<file path="src/ats_pkg.sv">
package ats_pkg;

    localparam int POSITION_BITS_DEF = 16;

    localparam int CH_W    = 8;
    localparam int KIND_W  = 3;
    localparam int OP_W    = 3;
    localparam int LIT_W   = 64;
    localparam int START_W = 16;
    localparam int LEN_W   = 16;
    localparam int ERR_W   = 3;
    localparam int DIGIT_W = 4;

    localparam int FIELDS_W = OP_W + LIT_W + START_W + LEN_W + ERR_W;
    localparam int TDATA_W  = ((FIELDS_W + 7) / 8) * 8;
    localparam int PAD_W    = TDATA_W - FIELDS_W;

    typedef enum logic [3:0] {
        MODE_START = 4'b0001,
        MODE_GAP   = 4'b0010,
        MODE_TOKEN = 4'b0100,
        MODE_SKIP  = 4'b1000
    } mode_t;

    typedef enum logic [KIND_W-1:0] {
        CL_SHOW  = 3'd0,
        CL_CALL  = 3'd1,
        CL_REF   = 3'd2,
        CL_GET   = 3'd3,
        CL_CONST = 3'd4,
        CL_OPER  = 3'd5
    } class_t;

    localparam logic [KIND_W-1:0] KIND_NONE = 3'd5;

    localparam logic [OP_W-1:0] OP_SET = 3'd0;
    localparam logic [OP_W-1:0] OP_ADD = 3'd1;
    localparam logic [OP_W-1:0] OP_SUB = 3'd2;
    localparam logic [OP_W-1:0] OP_MUL = 3'd3;
    localparam logic [OP_W-1:0] OP_DIV = 3'd4;

    localparam logic [ERR_W-1:0] ERR_OK         = 3'd0;
    localparam logic [ERR_W-1:0] ERR_SHOW_JUNK  = 3'd1;
    localparam logic [ERR_W-1:0] ERR_REF_JUNK   = 3'd2;
    localparam logic [ERR_W-1:0] ERR_GET_JUNK   = 3'd3;
    localparam logic [ERR_W-1:0] ERR_LITERAL    = 3'd4;
    localparam logic [ERR_W-1:0] ERR_UNEXPECTED = 3'd5;

    localparam logic [CH_W-1:0] CH_NUL   = 8'h00;
    localparam logic [CH_W-1:0] CH_TAB   = 8'h09;
    localparam logic [CH_W-1:0] CH_CR    = 8'h0D;
    localparam logic [CH_W-1:0] CH_SPACE = 8'h20;
    localparam logic [CH_W-1:0] CH_BANG  = 8'h21;
    localparam logic [CH_W-1:0] CH_AMP   = 8'h26;
    localparam logic [CH_W-1:0] CH_STAR  = 8'h2A;
    localparam logic [CH_W-1:0] CH_PLUS  = 8'h2B;
    localparam logic [CH_W-1:0] CH_MINUS = 8'h2D;
    localparam logic [CH_W-1:0] CH_SLASH = 8'h2F;
    localparam logic [CH_W-1:0] CH_ZERO  = 8'h30;
    localparam logic [CH_W-1:0] CH_NINE  = 8'h39;
    localparam logic [CH_W-1:0] CH_AT    = 8'h40;
    localparam logic [CH_W-1:0] CH_UP_A  = 8'h41;
    localparam logic [CH_W-1:0] CH_UP_Z  = 8'h5A;
    localparam logic [CH_W-1:0] CH_LO_A  = 8'h61;
    localparam logic [CH_W-1:0] CH_LO_Z  = 8'h7A;

    localparam logic [LEN_W-1:0] LEN_MAX = '1;

    typedef struct packed {
        logic [KIND_W-1:0]  kind;
        logic [OP_W-1:0]    op;
        logic [LIT_W-1:0]   lit;
        logic [START_W-1:0] start;
        logic [LEN_W-1:0]   len;
        logic [ERR_W-1:0]   err;
        logic               last;
    } res_t;

    function automatic logic is_space(input logic [CH_W-1:0] c);
        return (c == CH_SPACE) || ((c >= CH_TAB) && (c <= CH_CR));
    endfunction

    function automatic logic is_letter(input logic [CH_W-1:0] c);
        return ((c >= CH_UP_A) && (c <= CH_UP_Z)) || ((c >= CH_LO_A) && (c <= CH_LO_Z));
    endfunction

    function automatic logic is_decimal(input logic [CH_W-1:0] c);
        return (c >= CH_ZERO) && (c <= CH_NINE);
    endfunction

    // An operand byte maps to its class; anything else maps to CL_OPER.
    function automatic class_t operand_class(input logic [CH_W-1:0] c);
        class_t cls;
        cls = CL_OPER;
        if (c == CH_AT)
        begin
            cls = CL_REF;
        end
        else if (c == CH_AMP)
        begin
            cls = CL_GET;
        end
        else if (is_decimal(c))
        begin
            cls = CL_CONST;
        end
        return cls;
    endfunction

endpackage

</file>
<file path="src/ats_in_reg.sv">
module ats_in_reg
(
    input  logic                     clk,
    input  logic                     rst_n,
    input  logic                     in_valid,
    output logic                     in_ready,
    input  logic [ats_pkg::CH_W-1:0] in_ch,
    input  logic                     take,
    output logic                     valid,
    output logic [ats_pkg::CH_W-1:0] ch
);

    logic                     valid_reg;
    logic                     valid_next;
    logic [ats_pkg::CH_W-1:0] ch_reg;

    assign in_ready   = !valid_reg || take;
    assign valid_next = (in_valid && in_ready) ? 1'b1 : (take ? 1'b0 : valid_reg);

    always_ff @(posedge clk or negedge rst_n)
    begin
        if (!rst_n)
        begin
            valid_reg <= 1'b0;
        end
        else
        begin
            valid_reg <= valid_next;
        end
    end

    always_ff @(posedge clk)
    begin
        if (in_valid && in_ready)
        begin
            ch_reg <= in_ch;
        end
    end

    assign valid = valid_reg;
    assign ch    = ch_reg;

endmodule

</file>
<file path="src/ats_scan.sv">
module ats_scan
#(
    parameter int POSITION_BITS = ats_pkg::POSITION_BITS_DEF
)
(
    input  logic                     clk,
    input  logic                     rst_n,
    input  logic                     fire,
    input  logic [ats_pkg::CH_W-1:0] ch,
    output logic                     has_res,
    output ats_pkg::res_t            res
);

    localparam int ACC_X_W = ats_pkg::LIT_W + ats_pkg::DIGIT_W;

    ats_pkg::mode_t                  mode_reg, mode_next;
    ats_pkg::class_t                 class_reg, class_next;
    logic [ats_pkg::OP_W-1:0]        op_reg, op_next;
    logic [ats_pkg::LIT_W-1:0]       acc_reg, acc_next;
    logic                            invalid_reg, invalid_next;
    logic [POSITION_BITS-1:0]        pos_reg, pos_next;
    logic [ats_pkg::START_W-1:0]     start_reg, start_next;
    logic [ats_pkg::LEN_W-1:0]       len_reg, len_next;
    logic [ats_pkg::ERR_W-1:0]       pend_reg, pend_next;

    logic                            at_end;
    logic                            at_space;
    logic [ats_pkg::DIGIT_W-1:0]     digit;
    logic [ACC_X_W-1:0]              acc_ext;
    logic [ACC_X_W-1:0]              acc_x10;
    ats_pkg::class_t                 opnd_cls;
    logic [ats_pkg::ERR_W-1:0]       close_err;

    assign at_end   = (ch == ats_pkg::CH_NUL);
    assign at_space = ats_pkg::is_space(ch);
    assign digit    = ch[ats_pkg::DIGIT_W-1:0];
    assign opnd_cls = ats_pkg::operand_class(ch);

    // Ten times the value plus the new digit, with room to see overflow.
    assign acc_ext  = {{ats_pkg::DIGIT_W{1'b0}}, acc_reg};
    assign acc_x10  = (acc_ext << 3) + (acc_ext << 1)
                    + {{ats_pkg::LIT_W{1'b0}}, digit};

    always_comb
    begin
        close_err = pend_reg;
        if ((close_err == ats_pkg::ERR_OK) && (class_reg == ats_pkg::CL_OPER))
        begin
            close_err = ats_pkg::ERR_UNEXPECTED;
        end
        if ((close_err == ats_pkg::ERR_OK) && (class_reg == ats_pkg::CL_CONST) && invalid_reg)
        begin
            close_err = ats_pkg::ERR_LITERAL;
        end
    end

    always_comb
    begin
        mode_next    = mode_reg;
        class_next   = class_reg;
        op_next      = op_reg;
        acc_next     = acc_reg;
        invalid_next = invalid_reg;
        start_next   = start_reg;
        len_next     = len_reg;
        pend_next    = pend_reg;
        pos_next     = at_end ? '0 : pos_reg + 1'b1;

        has_res   = 1'b0;
        res.kind  = ats_pkg::KIND_NONE;
        res.op    = ats_pkg::OP_SET;
        res.lit   = '0;
        res.start = ats_pkg::START_W'(pos_reg);
        res.len   = '0;
        res.err   = ats_pkg::ERR_OK;
        res.last  = 1'b1;

        case (mode_reg)
            ats_pkg::MODE_SKIP:
            begin
                if (at_end)
                begin
                    mode_next = ats_pkg::MODE_START;
                end
            end
            ats_pkg::MODE_START,
            ats_pkg::MODE_GAP:
            begin
                if (at_end)
                begin
                    has_res   = 1'b1;
                    mode_next = ats_pkg::MODE_START;
                end
                else if (at_space)
                begin
                    if (mode_reg == ats_pkg::MODE_START)
                    begin
                        // Text that opens with whitespace is rejected outright.
                        has_res   = 1'b1;
                        res.start = '0;
                        res.err   = ats_pkg::ERR_UNEXPECTED;
                        mode_next = ats_pkg::MODE_SKIP;
                    end
                end
                else
                begin
                    mode_next    = ats_pkg::MODE_TOKEN;
                    start_next   = ats_pkg::START_W'(pos_reg);
                    len_next     = ats_pkg::LEN_W'(1);
                    pend_next    = ats_pkg::ERR_OK;
                    invalid_next = 1'b0;
                    acc_next     = '0;
                    op_next      = ats_pkg::OP_SET;
                    class_next   = ats_pkg::CL_OPER;
                    if (ch == ats_pkg::CH_BANG)
                    begin
                        class_next = ats_pkg::CL_SHOW;
                    end
                    else if (ats_pkg::is_letter(ch))
                    begin
                        class_next = ats_pkg::CL_CALL;
                    end
                    else if (ch == ats_pkg::CH_PLUS)
                    begin
                        op_next = ats_pkg::OP_ADD;
                    end
                    else if (ch == ats_pkg::CH_MINUS)
                    begin
                        op_next = ats_pkg::OP_SUB;
                    end
                    else if (ch == ats_pkg::CH_STAR)
                    begin
                        op_next = ats_pkg::OP_MUL;
                    end
                    else if (ch == ats_pkg::CH_SLASH)
                    begin
                        op_next = ats_pkg::OP_DIV;
                    end
                    else if (opnd_cls == ats_pkg::CL_OPER)
                    begin
                        pend_next = ats_pkg::ERR_UNEXPECTED;
                    end
                    else
                    begin
                        class_next = opnd_cls;
                        if (opnd_cls == ats_pkg::CL_CONST)
                        begin
                            acc_next = {{(ats_pkg::LIT_W - ats_pkg::DIGIT_W){1'b0}}, digit};
                        end
                    end
                end
            end
            ats_pkg::MODE_TOKEN:
            begin
                if (at_end || at_space)
                begin
                    has_res   = 1'b1;
                    res.start = start_reg;
                    res.len   = len_reg;
                    if (close_err != ats_pkg::ERR_OK)
                    begin
                        res.err   = close_err;
                        mode_next = at_end ? ats_pkg::MODE_START : ats_pkg::MODE_SKIP;
                    end
                    else
                    begin
                        res.kind  = class_reg;
                        res.op    = (class_reg >= ats_pkg::CL_REF) ? op_reg : ats_pkg::OP_SET;
                        res.lit   = (class_reg == ats_pkg::CL_CONST) ? acc_reg : '0;
                        res.last  = at_end;
                        mode_next = at_end ? ats_pkg::MODE_START : ats_pkg::MODE_GAP;
                    end
                end
                else
                begin
                    if (len_reg != ats_pkg::LEN_MAX)
                    begin
                        len_next = len_reg + 1'b1;
                    end
                    if ((pend_reg == ats_pkg::ERR_OK) && !invalid_reg)
                    begin
                        case (class_reg)
                            ats_pkg::CL_SHOW:
                            begin
                                pend_next = ats_pkg::ERR_SHOW_JUNK;
                            end
                            ats_pkg::CL_REF:
                            begin
                                pend_next = ats_pkg::ERR_REF_JUNK;
                            end
                            ats_pkg::CL_GET:
                            begin
                                pend_next = ats_pkg::ERR_GET_JUNK;
                            end
                            ats_pkg::CL_CONST:
                            begin
                                // Leading zero, non-digit or overflow spoils the literal.
                                if (!ats_pkg::is_decimal(ch) || (acc_reg == '0)
                                    || (acc_x10[ACC_X_W-1:ats_pkg::LIT_W] != '0))
                                begin
                                    invalid_next = 1'b1;
                                end
                                else
                                begin
                                    acc_next = acc_x10[ats_pkg::LIT_W-1:0];
                                end
                            end
                            ats_pkg::CL_OPER:
                            begin
                                if (opnd_cls == ats_pkg::CL_OPER)
                                begin
                                    pend_next = ats_pkg::ERR_UNEXPECTED;
                                end
                                else
                                begin
                                    class_next = opnd_cls;
                                    if (opnd_cls == ats_pkg::CL_CONST)
                                    begin
                                        acc_next = {{(ats_pkg::LIT_W - ats_pkg::DIGIT_W){1'b0}},
                                                    digit};
                                    end
                                end
                            end
                            default:
                            begin
                            end
                        endcase
                    end
                end
            end
            default:
            begin
                mode_next = ats_pkg::MODE_START;
            end
        endcase
    end

    always_ff @(posedge clk or negedge rst_n)
    begin
        if (!rst_n)
        begin
            mode_reg    <= ats_pkg::MODE_START;
            class_reg   <= ats_pkg::CL_SHOW;
            op_reg      <= ats_pkg::OP_SET;
            acc_reg     <= '0;
            invalid_reg <= 1'b0;
            pos_reg     <= '0;
            start_reg   <= '0;
            len_reg     <= '0;
            pend_reg    <= ats_pkg::ERR_OK;
        end
        else if (fire)
        begin
            mode_reg    <= mode_next;
            class_reg   <= class_next;
            op_reg      <= op_next;
            acc_reg     <= acc_next;
            invalid_reg <= invalid_next;
            pos_reg     <= pos_next;
            start_reg   <= start_next;
            len_reg     <= len_next;
            pend_reg    <= pend_next;
        end
    end

endmodule

</file>
<file path="src/ats_res_reg.sv">
module ats_res_reg
(
    input  logic          clk,
    input  logic          rst_n,
    input  logic          load,
    input  logic          has_res,
    input  ats_pkg::res_t res_in,
    output logic          free,
    output logic          out_valid,
    input  logic          out_ready,
    output ats_pkg::res_t res_out
);

    logic          valid_reg;
    logic          valid_next;
    ats_pkg::res_t res_reg;

    assign free       = !valid_reg || out_ready;
    assign valid_next = load ? has_res : (valid_reg && !out_ready);

    always_ff @(posedge clk or negedge rst_n)
    begin
        if (!rst_n)
        begin
            valid_reg <= 1'b0;
        end
        else
        begin
            valid_reg <= valid_next;
        end
    end

    always_ff @(posedge clk)
    begin
        if (load && has_res)
        begin
            res_reg <= res_in;
        end
    end

    assign out_valid = valid_reg;
    assign res_out   = res_reg;

endmodule

</file>
<file path="src/action_token_scanner.sv">
// Token scanner for a byte stream: one text byte per item in, at most one token item out per
// byte, taken at a sustained rate of one byte per cycle while the output is not stalled. A
// byte passes an input register, the scan logic and a result register; the multiply-by-ten
// add of the 64-bit literal sets the cycle time. Positions count from zero within each
// zero-terminated text and wrap at 2^POSITION_BITS. After an error item, bytes are dropped
// without items up to and including the zero byte.
module action_token_scanner
#(
    parameter int POSITION_BITS = ats_pkg::POSITION_BITS_DEF
)
(
    input  logic                          clk,
    input  logic                          rst_n,
    input  logic                          s_axis_tvalid,
    output logic                          s_axis_tready,
    input  logic [ats_pkg::CH_W-1:0]      s_axis_tdata,  // ch
    output logic                          m_axis_tvalid,
    input  logic                          m_axis_tready,
    // operation, literal_value, token_start, token_length, error_code, zero pad
    output logic [ats_pkg::TDATA_W-1:0]   m_axis_tdata,
    output logic [ats_pkg::KIND_W-1:0]    m_axis_tuser,  // token_kind
    output logic                          m_axis_tlast
);

    logic                     in_valid;
    logic [ats_pkg::CH_W-1:0] in_ch;
    logic                     out_free;
    logic                     take;
    logic                     has_res;
    ats_pkg::res_t            scan_res;
    ats_pkg::res_t            out_res;

    assign take = in_valid && out_free;

    ats_in_reg u_in_reg
    (
        .clk      (clk),
        .rst_n    (rst_n),
        .in_valid (s_axis_tvalid),
        .in_ready (s_axis_tready),
        .in_ch    (s_axis_tdata),
        .take     (take),
        .valid    (in_valid),
        .ch       (in_ch)
    );

    ats_scan #(
        .POSITION_BITS (POSITION_BITS)
    ) u_scan
    (
        .clk     (clk),
        .rst_n   (rst_n),
        .fire    (take),
        .ch      (in_ch),
        .has_res (has_res),
        .res     (scan_res)
    );

    ats_res_reg u_res_reg
    (
        .clk       (clk),
        .rst_n     (rst_n),
        .load      (take),
        .has_res   (has_res),
        .res_in    (scan_res),
        .free      (out_free),
        .out_valid (m_axis_tvalid),
        .out_ready (m_axis_tready),
        .res_out   (out_res)
    );

    assign m_axis_tdata = {{ats_pkg::PAD_W{1'b0}}, out_res.err, out_res.len, out_res.start,
                           out_res.lit, out_res.op};
    assign m_axis_tuser = out_res.kind;
    assign m_axis_tlast = out_res.last;

endmodule

</file>
<file path="config.mk">
export PLATFORM = sky130hd
export DESIGN_NAME = action_token_scanner
export DESIGN_NICKNAME = d
export VERILOG_FILES = /design/src/ats_pkg.sv /design/src/ats_in_reg.sv /design/src/ats_scan.sv /design/src/ats_res_reg.sv /design/src/action_token_scanner.sv
export SDC_FILE = /design/constraint.sdc
export NUM_CORES = 1
export LEC_CHECK = 0
export ABC_AREA = 1
export BUFFER_PORTS_ARGS = -buffer_cell sky130_fd_sc_hd__buf_4
export CORE_UTILIZATION = 55
export DETAILED_ROUTE_END_ITERATION = 10
export PLACE_DENSITY_LB_ADDON = 0.15
export SYNTH_ARGS = -nofsm -noshare
export SYNTH_HDL_FRONTEND = slang
export SYNTH_SLANG_ARGS = --single-unit
export TNS_END_PERCENT = 10
</file>
<file path="constraint.sdc">
create_clock -name clk -period 27.1 [get_ports clk]
set_input_delay 8.13 -clock clk [delete_from_list [all_inputs] [get_ports clk]]
set_output_delay 8.13 -clock clk [all_outputs]
set_load 0.05 [all_outputs]
</file>
* Yosys cells after proc, flatten, opt, wreduce, memory -nomap -nowiden
Index checks and enable logic that the tools add are counted.
Word-level totals: flip-flop bits (word level) 242, output and inout bits 110, logic and storage cells 217, input port bits 12
Operators by class: multiplexer cells 97, reduce and logical (&&, ||, !) cells 45, add/subtract/negate cells 4, $lt $le $gt $ge 9, bitwise logic cells 6, eq/ne operators 37
Operator list (number):
- $mux 64 | 13
- $pmux 64 s2 | 2
- $mux 16 | 8
- $mux 3 | 39
- $add 67x65->68 | 1
- $add 68x4->68 | 1
- $logic_not 64->1 | 1
- $pmux 16 s2 | 2
- $eq 8x6->1 const B | 7
- $mux 36 | 1
- $mux 4 | 9
- $add 16x1->16 const B | 2
- $reduce_and 8->1 | 3
- $pmux 3 s2 | 3
- $ge 8x7->1 const B | 2
- $le 8x7->1 const B | 2
- $ne 16x16->1 const B | 1
- $mux 1 | 15
- $ne 2x1->1 const B | 7
- $eq 3x3->1 const B | 4
- $logic_and 1x1->1 | 12
- $ne 3x3->1 const B | 4
- $pmux 3 s4 | 1
- $pmux 4 s3 | 1
- other kinds (32) | 57

* Depth between registers and ports, before layout
Gate-level depths: netlist of the first run.
word-level depth 17, gate-level depth with buffers 23, mapped depth without buffers 22

* By module
From an unflattened synthesis of the first run, not the netlist that was laid out.
Second synthesis, totals: cell total of the unflattened synthesis 2326, area, all modules 16877.4 um2
By module, submodules not included:
- ats_scan | area an instance 13325.3 um2, cells each 2193, times used 1
- ats_res_reg | area an instance 3240.6 um2, cells each 114, times used 1
- ats_in_reg | area an instance 285.3 um2, cells each 14, times used 1
- action_token_scanner | area an instance 26.3 um2, cells each 5, times used 1

* Worst setup path before layout of the first run
No wires, ideal clock.
path type input to register, start point input m_axis_tready, end point register u_res_reg.res_reg, in the netlist u_res_reg.res_out[0], enable pin, required time 26.336 ns, setup slack 9.747 ns, buffers on the path 0, data arrival time 16.589 ns, stages 4, cell sequence inv_1 -> a21boi_0 -> nand2_1 -> a311oi_1
On the way: word-level cells in the longest chain between the ends 3
Ends and longest elaborated chain:
- start: declaration | RTL line action_token_scanner.sv:18 | input logic m_axis_tready,
- $logic_or 1x1->1 | RTL line ats_res_reg.sv:18 | assign free = !valid_reg || out_ready;
- $logic_and 1x1->1 | RTL line action_token_scanner.sv:33 | assign take = in_valid && out_free;
- $logic_and 1x1->1 | RTL line ats_res_reg.sv:35 | if (load && has_res)
- end signal: assignment | RTL line ats_res_reg.sv:37 | res_reg <= res_in;
- end: declaration | RTL line ats_res_reg.sv:16 | ats_pkg::res_t res_reg;
Every way passes these cells. A chain may end at the register's enable or synchronous reset.

* Worst setup path in the final report of the first run
start point input m_axis_tready, end point output s_axis_tready
On the way: word-level cells in the longest chain between the ends 3
Ends and longest elaborated chain:
- $logic_or 1x1->1 | RTL line ats_res_reg.sv:18
- $logic_and 1x1->1 | RTL line action_token_scanner.sv:33
- $logic_or 1x1->1 | RTL line ats_in_reg.sv:17 | assign in_ready = !valid_reg || take;
- end: declaration | RTL line action_token_scanner.sv:15 | output logic s_axis_tready,
Every way passes these cells.

==> results of run 1 <==
==> metrics by stage <==
stage	cells	power (W)
2_1_floorplan	2354	0.0006715
3_3_place_gp	2826	0.0007272
3_5_place_dp	2826	0.0007404
4_1_cts	2876	0.001118
5_1_grt	2876	0.001163
6_report	2876	0.001113
==> placed cells by master (no fill, tap or decap), types with 3 or more instances in the layout <==
cell,n
sky130_fd_sc_hd__nand3b_1,14
sky130_fd_sc_hd__nor2_2,6
sky130_fd_sc_hd__buf_4,129
sky130_fd_sc_hd__inv_2,17
sky130_fd_sc_hd__a21oi_1,95
sky130_fd_sc_hd__nor2_1,287
sky130_fd_sc_hd__o31ai_1,6
sky130_fd_sc_hd__o21bai_1,14
sky130_fd_sc_hd__nand2_4,3
sky130_fd_sc_hd__a31oi_1,4
sky130_fd_sc_hd__o21ai_1,8
sky130_fd_sc_hd__nand4_1,15
sky130_fd_sc_hd__nand2_1,674
sky130_fd_sc_hd__nand2_2,16
sky130_fd_sc_hd__clkbuf_16,27
sky130_fd_sc_hd__clkinv_2,5
sky130_fd_sc_hd__a21oi_2,4
sky130_fd_sc_hd__nor2_4,4
sky130_fd_sc_hd__xnor2_1,26
sky130_fd_sc_hd__o21ai_0,96
sky130_fd_sc_hd__o211ai_1,4
sky130_fd_sc_hd__nor4_1,27
sky130_fd_sc_hd__edfxtp_1,114
sky130_fd_sc_hd__nor3_1,74
sky130_fd_sc_hd__dfrtp_1,127
sky130_fd_sc_hd__xor2_1,7
sky130_fd_sc_hd__nand3_2,64
sky130_fd_sc_hd__clkbuf_8,7
sky130_fd_sc_hd__ha_1,129
sky130_fd_sc_hd__nand3_1,94
sky130_fd_sc_hd__inv_1,349
sky130_fd_sc_hd__clkbuf_1,6
==> power groups by stage <==
| stage | registers (W) | clock network (W) | logic [W] |
|---|---|---|---|
| floorplan | 0.000449 | 0 | 0.000222 |
| global placement | 0.000454 | 0 | 0.000273 |
| detailed placement | 0.000456 | 0 | 0.000285 |
| CTS | 0.000449 | 0.000381 | 0.000287 |
| global route | 0.000454 | 0.000394 | 0.000315 |
| finish | 0.000450 | 0.000375 | 0.000288 |
==> routing by layer <==
| layer | routed length [microns] | GRT usage |
|---|---|---|
| met5 | 0 | 0 |
| met4 | 1274 | 0.07759 |
| met3 | 2785 | 0.03768 |
| met2 | 22620 | 0.5033 |
| met1 | 23200 | 0.4331 |
==> area by class of cell <==
cell class              count  share of cell area
repair buffers            129             0.04989
multi-input cells        1692              0.4652
inverters                 367             0.07097
flip-flops and latches    242              0.3414
clock buffers              40             0.04093
clock inverters            10            0.006059
well taps                 396             0.02553
==> worst min path at each step <==
stage	start	to	slack, ns	cells after the start
finish	u_scan.start_reg[5]	u_scan.start_reg[5]	0.49	2
CTS	u_scan.start_reg[4]	u_scan.start_reg[4]	0.49	2
floorplan	u_scan.op_reg[1]	u_scan.op_reg[1]	0.45	2
global placement	u_scan.op_reg[2]	u_scan.op_reg[2]	0.47	2
detailed placement	u_scan.start_reg[4]	u_scan.start_reg[4]	0.47	2
global route	u_scan.start_reg[10]	u_scan.start_reg[10]	0.52	2
==> kinds of logic (layout without fill, tap and decap cells) <==
| logic type | Yosys count | in the layout | synth area share |
|---|---|---|---|
| xor+xnor | 33 | 33 | 0.01661 |
| other cells | 1 | 2 | 0.0002155 |
| flops | 242 | 242 | 0.3809 |
| simple gates | 1284 | 1284 | 0.3283 |
| buf+inv | 420 | 546 | 0.1027 |
| compound gates | 242 | 242 | 0.07629 |
| fa+ha+maj | 131 | 131 | 0.09505 |
==> worst min-delay path: stages (launching register included) <==
cell	delay, ns
sky130_fd_sc_hd__dfrtp_1	0.34
sky130_fd_sc_hd__nand2_1	0.05
sky130_fd_sc_hd__o21ai_0	0.06
==> results.env, run 1 <==
STATUS='finished with violations'
VIOLATED_CHECKS='design-rule violations'
TNS_NS=0
DRT-PASS1-ITER-COUNT=8
PIN_COUNT=122
PLACE.GP.CONGESTION=1.030
CRITICAL_PATH_ARRIVAL_NS=8.63
FLOW.AREA_GROWTH_FROM_SYNTHESIS_PCT=11.55
POST_SYNTH.CELL_AREA_AVG_SQ_UM=7.396
TIMING.SLEW.HEADROOM=0.1895
LARGEST_REG_FLOPS=106
R2R-END='u_scan.acc_reg[5]'
PEAK_PER_STAGE_DELAY_ON_THE_CRITICAL_PATH_NS=0.21
CLK-INSERTION-DELAY-LATE_NS=0.57
REG2REG_SETUP_SLACK_NS=22.49
ROOT_BUFFER='sky130_fd_sc_hd__clkbuf_16'
CRIT-REG2REG-LAUNCH='u_in_reg.ch[3]'
NNETSFINAL=2602
TIMING.HOLD.WORST.CLASS='reg2reg'
SYNTHESIS.AREA_SQ_UM=17400
PLACE_HPWL_MICRONS=37610
FIN_CRIT_NS=16.76
TOTAL_SWITCHING_POWER_W=0.0004008
NUM_ANTENNA_CELLS=0
DRT-INITIAL-DRC-COUNT=1229
YS_WARN_COUNT=0
CLOCK.FMAX_GHz=0.05966
CONGESTION_OVERFLOW_GR=0
WORST_PATH_MAX_DELAY_CELL='sky130_fd_sc_hd__buf_4'
TIMING.FINAL.WS_SETUP_NS=10.34
PLACE_WORST_SETUP_SLACK_NS=10.34
DPL_CELL_AREA_SQ_UM=18500
PORT_BUFFERS=119
SYNTH.LIB_CELLS_USED.DISTINCT=47
ANTENNA_LEFT=0
SHARE_OF_CELLS_ABOVE_DRIVE_STRENGTH_1=0.1185
FILLERS=2749
CTSRESIZECOUNT=0
CRIT_END='s_axis_tready'
POST-ROUTE-UTIL=0.6296
LEAKAGEPOWER_nW=9.657
TIMING.FINAL.HOLD_VIOLATIONS=0
CTS.HOLD.BUFFERS_ADDED=0
CLK_PIN_SLEW_WORST_PATHS_NS=0.06
CTS_BUFFERS=27
YS_SEQ_AREA_FRAC=0.3809
VIA_COUNT_OF_THE_FIRST_GLOBAL_ROUTING_PASS=14880
VIA_COUNT=15720
FINALSETUPVIOLCOUNT=0
FP.DIEH_MICRONS=179.9
FINAL_MAX_SLEW_VIOL_COUNT=0
COMBINATIONALPOWERSHARE=0.259
DIEWIDTH_MICRONS=179.9
DETAIL_ROUTE.WIRELENGTH_MICRONS=49880
STARTPOINT_TYPE='primary input'
SYNTH_TOP_CELL_BY_AREA='sky130_fd_sc_hd__edfxtp_1'
LARGEST_NET_DEGREE_AT_THE_START_OF_GLOBAL_ROUTING=70
POWER_PER_CELL_AREA_nW_PER_UM2=57.33
CLOCK_PATH_BUFFERS=3
WORST-ENDPOINT-REQUIRED_NS=18.97
SLEW_AT_THE_PIN_CLOSEST_TO_ITS_MAX_SLEW_LIMIT_NS=1.216
WORST_HOLD_MARGIN_NS=0.4905
DRV.MAX_CAP_VIOLATION_COUNT=0
CTS_NUM_SINKS=242
NUMBER_OF_ANTENNA_VIOLATIONS_AT_THE_FIRST_CHECK_IN_GLOBAL_ROUTING=0
TRITONCTS='yes'
CTS.REPAIR_TIMING.SETUP_BUFFER_COUNT=0
GRTUSAGETOTAL=0.3077
YOSYS.AREA.TOP_TYPE_SHARE=0.1967
P_CLK_FRAC=0.337
TIMING.SETUP.CRITICAL_PATH_CLASS='in2out'
WORSTPATHCELLLIST='buf_4 -> inv_1 -> nand3_1 -> buf_4'
CELL_WITH_THE_MOST_INSTANCES_AFTER_SYNTHESIS='sky130_fd_sc_hd__nand2_1'
DESIGN_AREA_SQ_UM=19410
ENDPOINT_KIND='primary output'
POWER.SEQUENTIAL.FRACTION=0.405
SYNTH_AREA_LEADERS='sky130_fd_sc_hd__edfxtp_1 (20%), sky130_fd_sc_hd__dfrtp_1 (18%), sky130_fd_sc_hd__nand2_1 (15%)'
POWER_SWITCHING_SHARE=0.3601
FP.DIEAREA_SQ_UM=32360
REGISTER_AREA_SQ_UM=6628
CPMOSTUSEDCELL='sky130_fd_sc_hd__buf_4'
CP.DEPTH=4
SYNTHARSTFLOPSHARE=0.5289
PLACEMENT_ROWS=64
INITIAL_UTILIZATION=0.5644
YOSYS_MOST_USED_DFF='sky130_fd_sc_hd__dfrtp_1'
PATH_DELAY_FAMILY='buffers and inverters'
IR_DROP_mV=0.04631
ROUTE.DETAILED.DRC=14
FIN_SKEW_NS=0.03156
ROUTE.DETAILED.VIAS_PER_INST=5.466
RSZ0062_AT_GRT='no'
INTERNAL_POWER_W=0.0007121
NETLIST_INSTANCES=2353
SYNTH_EDF_COUNT=114
CTSHTREEMAXLEVEL=1
FINAL_MIN_PERIOD_OVER_CLOCK_PERIOD=0.6185
WORSTREGTOREGCELLS=22
CRITICAL_PATH_PEAK_FANOUT=3
FIRST_PASS_GRT_WIRE_LENGTH_MICRONS=79010
CRIT_START='m_axis_tready'
YS_SEQ_ELEMENTS=242
CRITICAL_PATH_BUF_INV_COUNT=3
YOSYS-TOP-CELLS-COUNT='sky130_fd_sc_hd__nand2_1 (675), sky130_fd_sc_hd__inv_1 (349), sky130_fd_sc_hd__nor2_1 (287)'
MULTIINPUTGATEAREA_SQ_UM=9030
FLOORPLAN.CORE_AREA_SQ_UM=30830
DRT-WIRELENGTH-PER-CELL_MICRONS=17.34
(Power assumes the default switching activity.)
==> run 2, diff against run 1 <==
- clock period: 27.1 -> 14.3 ns (I/O delays scaled with it)
==> run 2 against run 1 <==
The flow still finishes with violations (design-rule violations); clock power increased by 76%; register-to-register slack got worse by 13 ns; wire length decreased by 1.0%; cell area decreased by 0.54%; clock skew increased by 0.00089 ns; setup slack got worse by 5.1 ns; total power increased by 84%; die area unchanged; utilization decreased by 0.34 points; largest cell class unchanged.
==> results.env, run 2 (synthesis results as in run 1) <==
FINALSETUPVIOLCOUNT=0
MET1WIRELENGTH_MICRONS=23040
TIMING.SLEW.HEADROOM=0.2012
NUM_ANTENNA_CELLS=0
LAYOUT.CELLS.MOST_COMMON_LIST='sky130_fd_sc_hd__nand2_1 (674), sky130_fd_sc_hd__inv_1 (349), sky130_fd_sc_hd__nor2_1 (287)'
STATUS='finished with violations'
FP.DIEH_MICRONS=179.9
TIMING.FINAL.HOLD_VIOLATIONS=0
IR_DROP_mV=0.1071
CTS.HOLD.BUFFERS_ADDED=0
CLK_PIN_SLEW_WORST_PATHS_NS=0.06
DPL_CELL_AREA_SQ_UM=18490
LARGEST_NET_DEGREE_AT_THE_START_OF_GLOBAL_ROUTING=77
CTSRESIZECOUNT=0
FIRST_PASS_GRT_WIRE_LENGTH_MICRONS=79760
SLEW_AT_THE_PIN_CLOSEST_TO_ITS_MAX_SLEW_LIMIT_NS=1.197
CTS_NUM_SINKS=242
PLACE_HPWL_MICRONS=37280
PORT_BUFFERS=119
GRTUSAGETOTAL=0.3086
TNS_NS=0
VIOLATED_CHECKS='design-rule violations'
LARGEST_REG_FLOPS=106
FINAL_MAX_SLEW_VIOL_COUNT=0
WORST_HOLD_MARGIN_NS=0.4854
SHARE_OF_CELLS_ABOVE_DRIVE_STRENGTH_1=0.1143
MULTIINPUTGATEAREA_SQ_UM=9030
CRITICAL_PATH_ARRIVAL_NS=4.80
PLACEMENT_ROWS=64
CLOCK.FMAX_GHz=0.1100
NUMBER_OF_ANTENNA_VIOLATIONS_AT_THE_FIRST_CHECK_IN_GLOBAL_ROUTING=0
DRV.MAX_CAP_VIOLATION_COUNT=0
FIN_CRIT_NS=9.095
MET3WIRELENGTH_MICRONS=2741
ROOT_BUFFER='sky130_fd_sc_hd__clkbuf_16'
POWER_PER_CELL_AREA_nW_PER_UM2=105.9
ROUTE.DETAILED.VIAS_PER_INST=5.477
PIN_COUNT=122
CTSHTREEMAXLEVEL=1
NNETSFINAL=2600
VIA_COUNT_OF_THE_FIRST_GLOBAL_ROUTING_PASS=15010
FLOORPLAN.CORE_AREA_SQ_UM=30830
TOTALPOWERFINAL_W=0.002044
DETAIL_ROUTE.WIRELENGTH_MICRONS=49360
DRT-INITIAL-DRC-COUNT=1314
ENDPOINT_KIND='primary output'
REGISTER_AREA_SQ_UM=6628
DRT-PASS1-ITER-COUNT=9
ANTENNA_LEFT=0
FINAL_MIN_PERIOD_OVER_CLOCK_PERIOD=0.6360
STARTPOINT_TYPE='primary input'
CLK-INSERTION-DELAY-LATE_NS=0.56
PLACE.GP.CONGESTION=1.001
DIEWIDTH_MICRONS=179.9
TOTAL_MET2_WIRELENGTH_AFTER_DETAILED_ROUTING_MICRONS=22510
DESIGN_AREA_SQ_UM=19310
CRITICAL_PATH_PEAK_FANOUT=3
MOSTFREQUENTLAYOUTCELL='sky130_fd_sc_hd__nand2_1'
VIA_COUNT=15730
TRITONCTS='yes'
FIN_SKEW_NS=0.03245
INITIAL_UTILIZATION=0.5644
DRT-WIRELENGTH-PER-CELL_MICRONS=17.18
CLOCK_PATH_BUFFERS=3
FLOW.AREA_GROWTH_FROM_SYNTHESIS_PCT=10.94
FILLERS=2802
TIMING.HOLD.WORST.CLASS='reg2reg'
FP.DIEAREA_SQ_UM=32360
ROUTE.DETAILED.DRC=14
RSZ0062_AT_GRT='no'
CTS.REPAIR_TIMING.SETUP_BUFFER_COUNT=0
CTS_BUFFERS=26
CONGESTION_OVERFLOW_GR=0
TIMING.SETUP.CRITICAL_PATH_CLASS='in2out'
WORST-ENDPOINT-REQUIRED_NS=10.01
TOP_LAYER='met4'
LEAKAGEPOWER_nW=9.588
run 2: metal layers:
layer  global-route usage  vias up
met1               0.4423     7411
met3              0.03606       65
met5                    0        -
met2               0.4991      466
li1                     -     7792
met4              0.07310        0
run 2: power breakdown:
part	leakage [nW]	internal (W)	total (W)	switching, W
Clock	0.390	0.000378	0.000659	0.000281
Sequential	2.92	0.000802	0.000853	0.0000513
Combinational	6.28	0.000125	0.000532	0.000408
run 2: final timing paths:
| path | start | end | slack [ns] | cells after the start |
|---|---|---|---|---|
| min in group asynchronous | rst_n | u_scan.pend_reg[1] | 3.80 | 1 |
| hold / removal | u_scan.start_reg[9] | u_scan.start_reg[9] | 0.49 | 2 |
| setup / recovery | m_axis_tready | s_axis_tready | 5.21 | 4 |
| setup reg to reg | u_in_reg.ch[3] | u_scan.acc_reg[19] | 9.00 | 23 |
| max in group asynchronous | rst_n | u_scan.acc_reg[61] | 8.95 | 2 |
| hold reg to reg | u_scan.start_reg[9] | u_scan.start_reg[9] | 0.49 | 2 |
run 2: area by class of cell:
cell class | count | area share
clock inverters | 10 | 0.005638
inverters | 367 | 0.07135
well taps | 396 | 0.02566
repair buffers | 128 | 0.04977
multi-input cells | 1692 | 0.4677
clock buffers | 38 | 0.03655
flip-flops and latches | 242 | 0.3433
run 2: critical path, cell delays in order:
cell	delay (ns)
sky130_fd_sc_hd__buf_4	0.11
sky130_fd_sc_hd__inv_1	0.07
sky130_fd_sc_hd__nand3_1	0.12
sky130_fd_sc_hd__buf_4	0.22
run 2: per-stage QoR:
| step | util | worst slack (ns) | instances |
|---|---|---|---|
| 2_1_floorplan | - | 0.7874 | 2354 |
| 3_3_place_gp | 0.5998 | 5.229 | 2825 |
| 3_5_place_dp | 0.5998 | 5.214 | 2825 |
| 4_1_cts | 0.6262 | 5.211 | 2873 |
| 5_1_grt | 0.6262 | 5.113 | 2873 |
| 6_report | 0.6262 | 5.205 | 2873 |
==> run 3, diff against run 2 <==
- clock period: 14.3 -> 9.1 ns (I/O delays scaled with it)
==> run 3 against run 2 <==
The run still ends with design-rule violations left; register-to-register slack got worse by 5.1 ns; via count fell by 1.1%; setup slack got worse by 2.1 ns; first-iteration DRC count fell by 13%; sequential power grew 57%; critical path depth is the same; wire length is 2.4% lower; utilization up 0.077 points; largest power group unchanged.
==> results.env, run 3 (synthesis results as in run 1) <==
CONGESTION_OVERFLOW_GR=0
POWER_PER_CELL_AREA_nW_PER_UM2=166.3
PATH_DELAY_FAMILY='buffers and inverters'
CLOCK.FMAX_GHz=0.1669
WORSTREGTOREGCELLS=23
ENDPOINT_KIND='primary output'
SHARE_OF_CELLS_ABOVE_DRIVE_STRENGTH_1=0.1167
ANTENNA_LEFT=0
WORSTHOLDPATHCELLS=2
FLOORPLAN.CORE_AREA_SQ_UM=30830
FLOW.AREA_GROWTH_FROM_SYNTHESIS_PCT=11.08
LARGEST_NET_DEGREE_AT_THE_START_OF_GLOBAL_ROUTING=78
TIMING.FINAL.WS_SETUP_NS=3.107
FINAL_MAX_SLEW_VIOL_COUNT=0
HOLD_CRITICAL_PATH_ENDPOINT='u_scan.start_reg[3]'
WORST-ENDPOINT-REQUIRED_NS=6.37
LAYOUT.CELLS.MOST_COMMON_LIST='sky130_fd_sc_hd__nand2_1 (674), sky130_fd_sc_hd__inv_1 (349), sky130_fd_sc_hd__nor2_1 (287)'
TIMING.SETUP.CRITICAL_PATH_CLASS='in2out'
REG2REG_SETUP_SLACK_NS=3.94
DRT-INITIAL-DRC-COUNT=1145
TNS_NS=0
PLACE.GP.CONGESTION=1.013
PLACEMENT_ROWS=64
PIN_COUNT=122
DRT-PASS1-ITER-COUNT=10
TOTALPOWERFINAL_W=0.003214
WORST_PATH_MAX_DELAY_CELL='sky130_fd_sc_hd__buf_4'
GRTUSAGETOTAL=0.3004
VIA_COUNT_OF_THE_FIRST_GLOBAL_ROUTING_PASS=14790
LEAKAGEPOWER_nW=9.613
DETAIL_ROUTE.WIRELENGTH_MICRONS=48200
NNETSFINAL=2600
FIN_CRIT_NS=5.993
POST-ROUTE-UTIL=0.6270
PLACE_WORST_SETUP_SLACK_NS=3.102
LARGEST_REG_FLOPS=106
INITIAL_UTILIZATION=0.5644
FIN_SKEW_NS=0.02601
NUM_ANTENNA_CELLS=0
CRITICAL_PATH_PEAK_FANOUT=3
DRV.MAX_CAP_VIOLATION_COUNT=0
CPMOSTUSEDCELL='sky130_fd_sc_hd__buf_4'
TIMING.HOLD.WORST.CLASS='reg2reg'
CRITICAL_PATH_BUF_INV_COUNT=3
CTS_NUM_SINKS=242
TRITONCTS='yes'
IR_DROP_mV=0.1964
TIMING.FINAL.HOLD_VIOLATIONS=0
PORT_BUFFERS=119
CTS.HOLD.BUFFERS_ADDED=0
STATUS='finished with violations'
MOSTFREQUENTLAYOUTCELL='sky130_fd_sc_hd__nand2_1'
CTS.REPAIR_TIMING.SETUP_BUFFER_COUNT=0
CTSHTREEMAXLEVEL=1
CTS_BUFFERS=26
DIEWIDTH_MICRONS=179.9
DRT-WIRELENGTH-PER-CELL_MICRONS=16.78
CLOCK_PATH_BUFFERS=3
NUMBER_OF_ANTENNA_VIOLATIONS_AT_THE_FIRST_CHECK_IN_GLOBAL_ROUTING=0
FINALSETUPVIOLCOUNT=0
PLACE_HPWL_MICRONS=36330
TIMING.SLEW.HEADROOM=0.1798
HP-START='u_scan.start_reg[3]'
RSZ0062_AT_GRT='no'
FP.DIEAREA_SQ_UM=32360
CTSRESIZECOUNT=0
WORST_HOLD_MARGIN_NS=0.4875
FINAL_MIN_PERIOD_OVER_CLOCK_PERIOD=0.6586
FIRST_PASS_GRT_WIRE_LENGTH_MICRONS=78110
CLK-INSERTION-DELAY-LATE_NS=0.56
ROUTE.DETAILED.DRC=10
CRIT-REG2REG-LAUNCH='u_in_reg.ch[3]'
ROUTE.DETAILED.VIAS_PER_INST=5.418
SLEW_AT_THE_PIN_CLOSEST_TO_ITS_MAX_SLEW_LIMIT_NS=1.230
VIOLATED_CHECKS='design-rule violations'
FP.DIEH_MICRONS=179.9
VIA_COUNT=15570
ROOT_BUFFER='sky130_fd_sc_hd__clkbuf_16'
CLK_PIN_SLEW_WORST_PATHS_NS=0.06
WORSTPATHCELLLIST='buf_4 -> inv_1 -> nand3_1 -> buf_4'
STARTPOINT_TYPE='primary input'
R2R-END='u_scan.acc_reg[20]'
PEAK_PER_STAGE_DELAY_ON_THE_CRITICAL_PATH_NS=0.22
CRITICAL_PATH_ARRIVAL_NS=3.26
-- run 3: cell count changes in the layout (fill, tap and decap cells not counted), sizes merged --
cell,delta
clkinv,-1
clkinvlp,-1
clkbuf,+3
bufinv,-1
-- run 3: through the flow --
| stage | cell area (sq um) | cells |
|---|---|---|
| after CTS | 19330 | 2873 |
| after global routing | 19330 | 2873 |
| after global placement | 18490 | 2825 |
| after floorplan | 17410 | 2354 |
| after detailed placement | 18490 | 2825 |
| final | 19330 | 2873 |
-- run 3: power breakdown --
part,internal [W],switching [W],total (W)
registers,0.00126,0.0000788,0.00134
logic,0.000195,0.000638,0.000833
clock network,0.000605,0.000436,0.00104
-- run 3: worst max-delay path by stage --
stage	endpoint	cells past startpoint	startpoint	slack, ns
CTS	s_axis_tready	4	m_axis_tready	3.11
floorplan	u_res_reg.res_out[0]	4	m_axis_tready	0.91
finish	s_axis_tready	4	m_axis_tready	3.11
global placement	s_axis_tready	4	m_axis_tready	3.15
global route	s_axis_tready	4	m_axis_tready	3.06
detailed placement	s_axis_tready	4	m_axis_tready	3.10
-- run 3: final cells by class --
| cell class | instances | area (sq um) |
|---|---|---|
| fill | 2829 | 11500 |
| multi-input combinational | 1692 | 9030 |
| sequential | 242 | 6628 |
| inverter | 367 | 1378 |
| timing repair buffer | 128 | 960.9 |
| clock buffer | 41 | 767.0 |
| tap | 396 | 495.5 |
| clock inverter | 7 | 71.32 |
-- run 3: worst min-delay path, stage by stage (launching register included) --
cell and delay (ns):
sky130_fd_sc_hd__dfrtp_1 0.34, sky130_fd_sc_hd__nand2_1 0.05, sky130_fd_sc_hd__o21ai_0 0.06
-- run 3: per-layer routing --
metal  track usage  vias to the layer above  share of wire
met5             0                        -              0
met4       0.07138                        0          0.022
met3       0.03606                       70          0.058
met2        0.4889                      435           0.45
met1        0.4269                     7274           0.47
li1              -                     7788              -
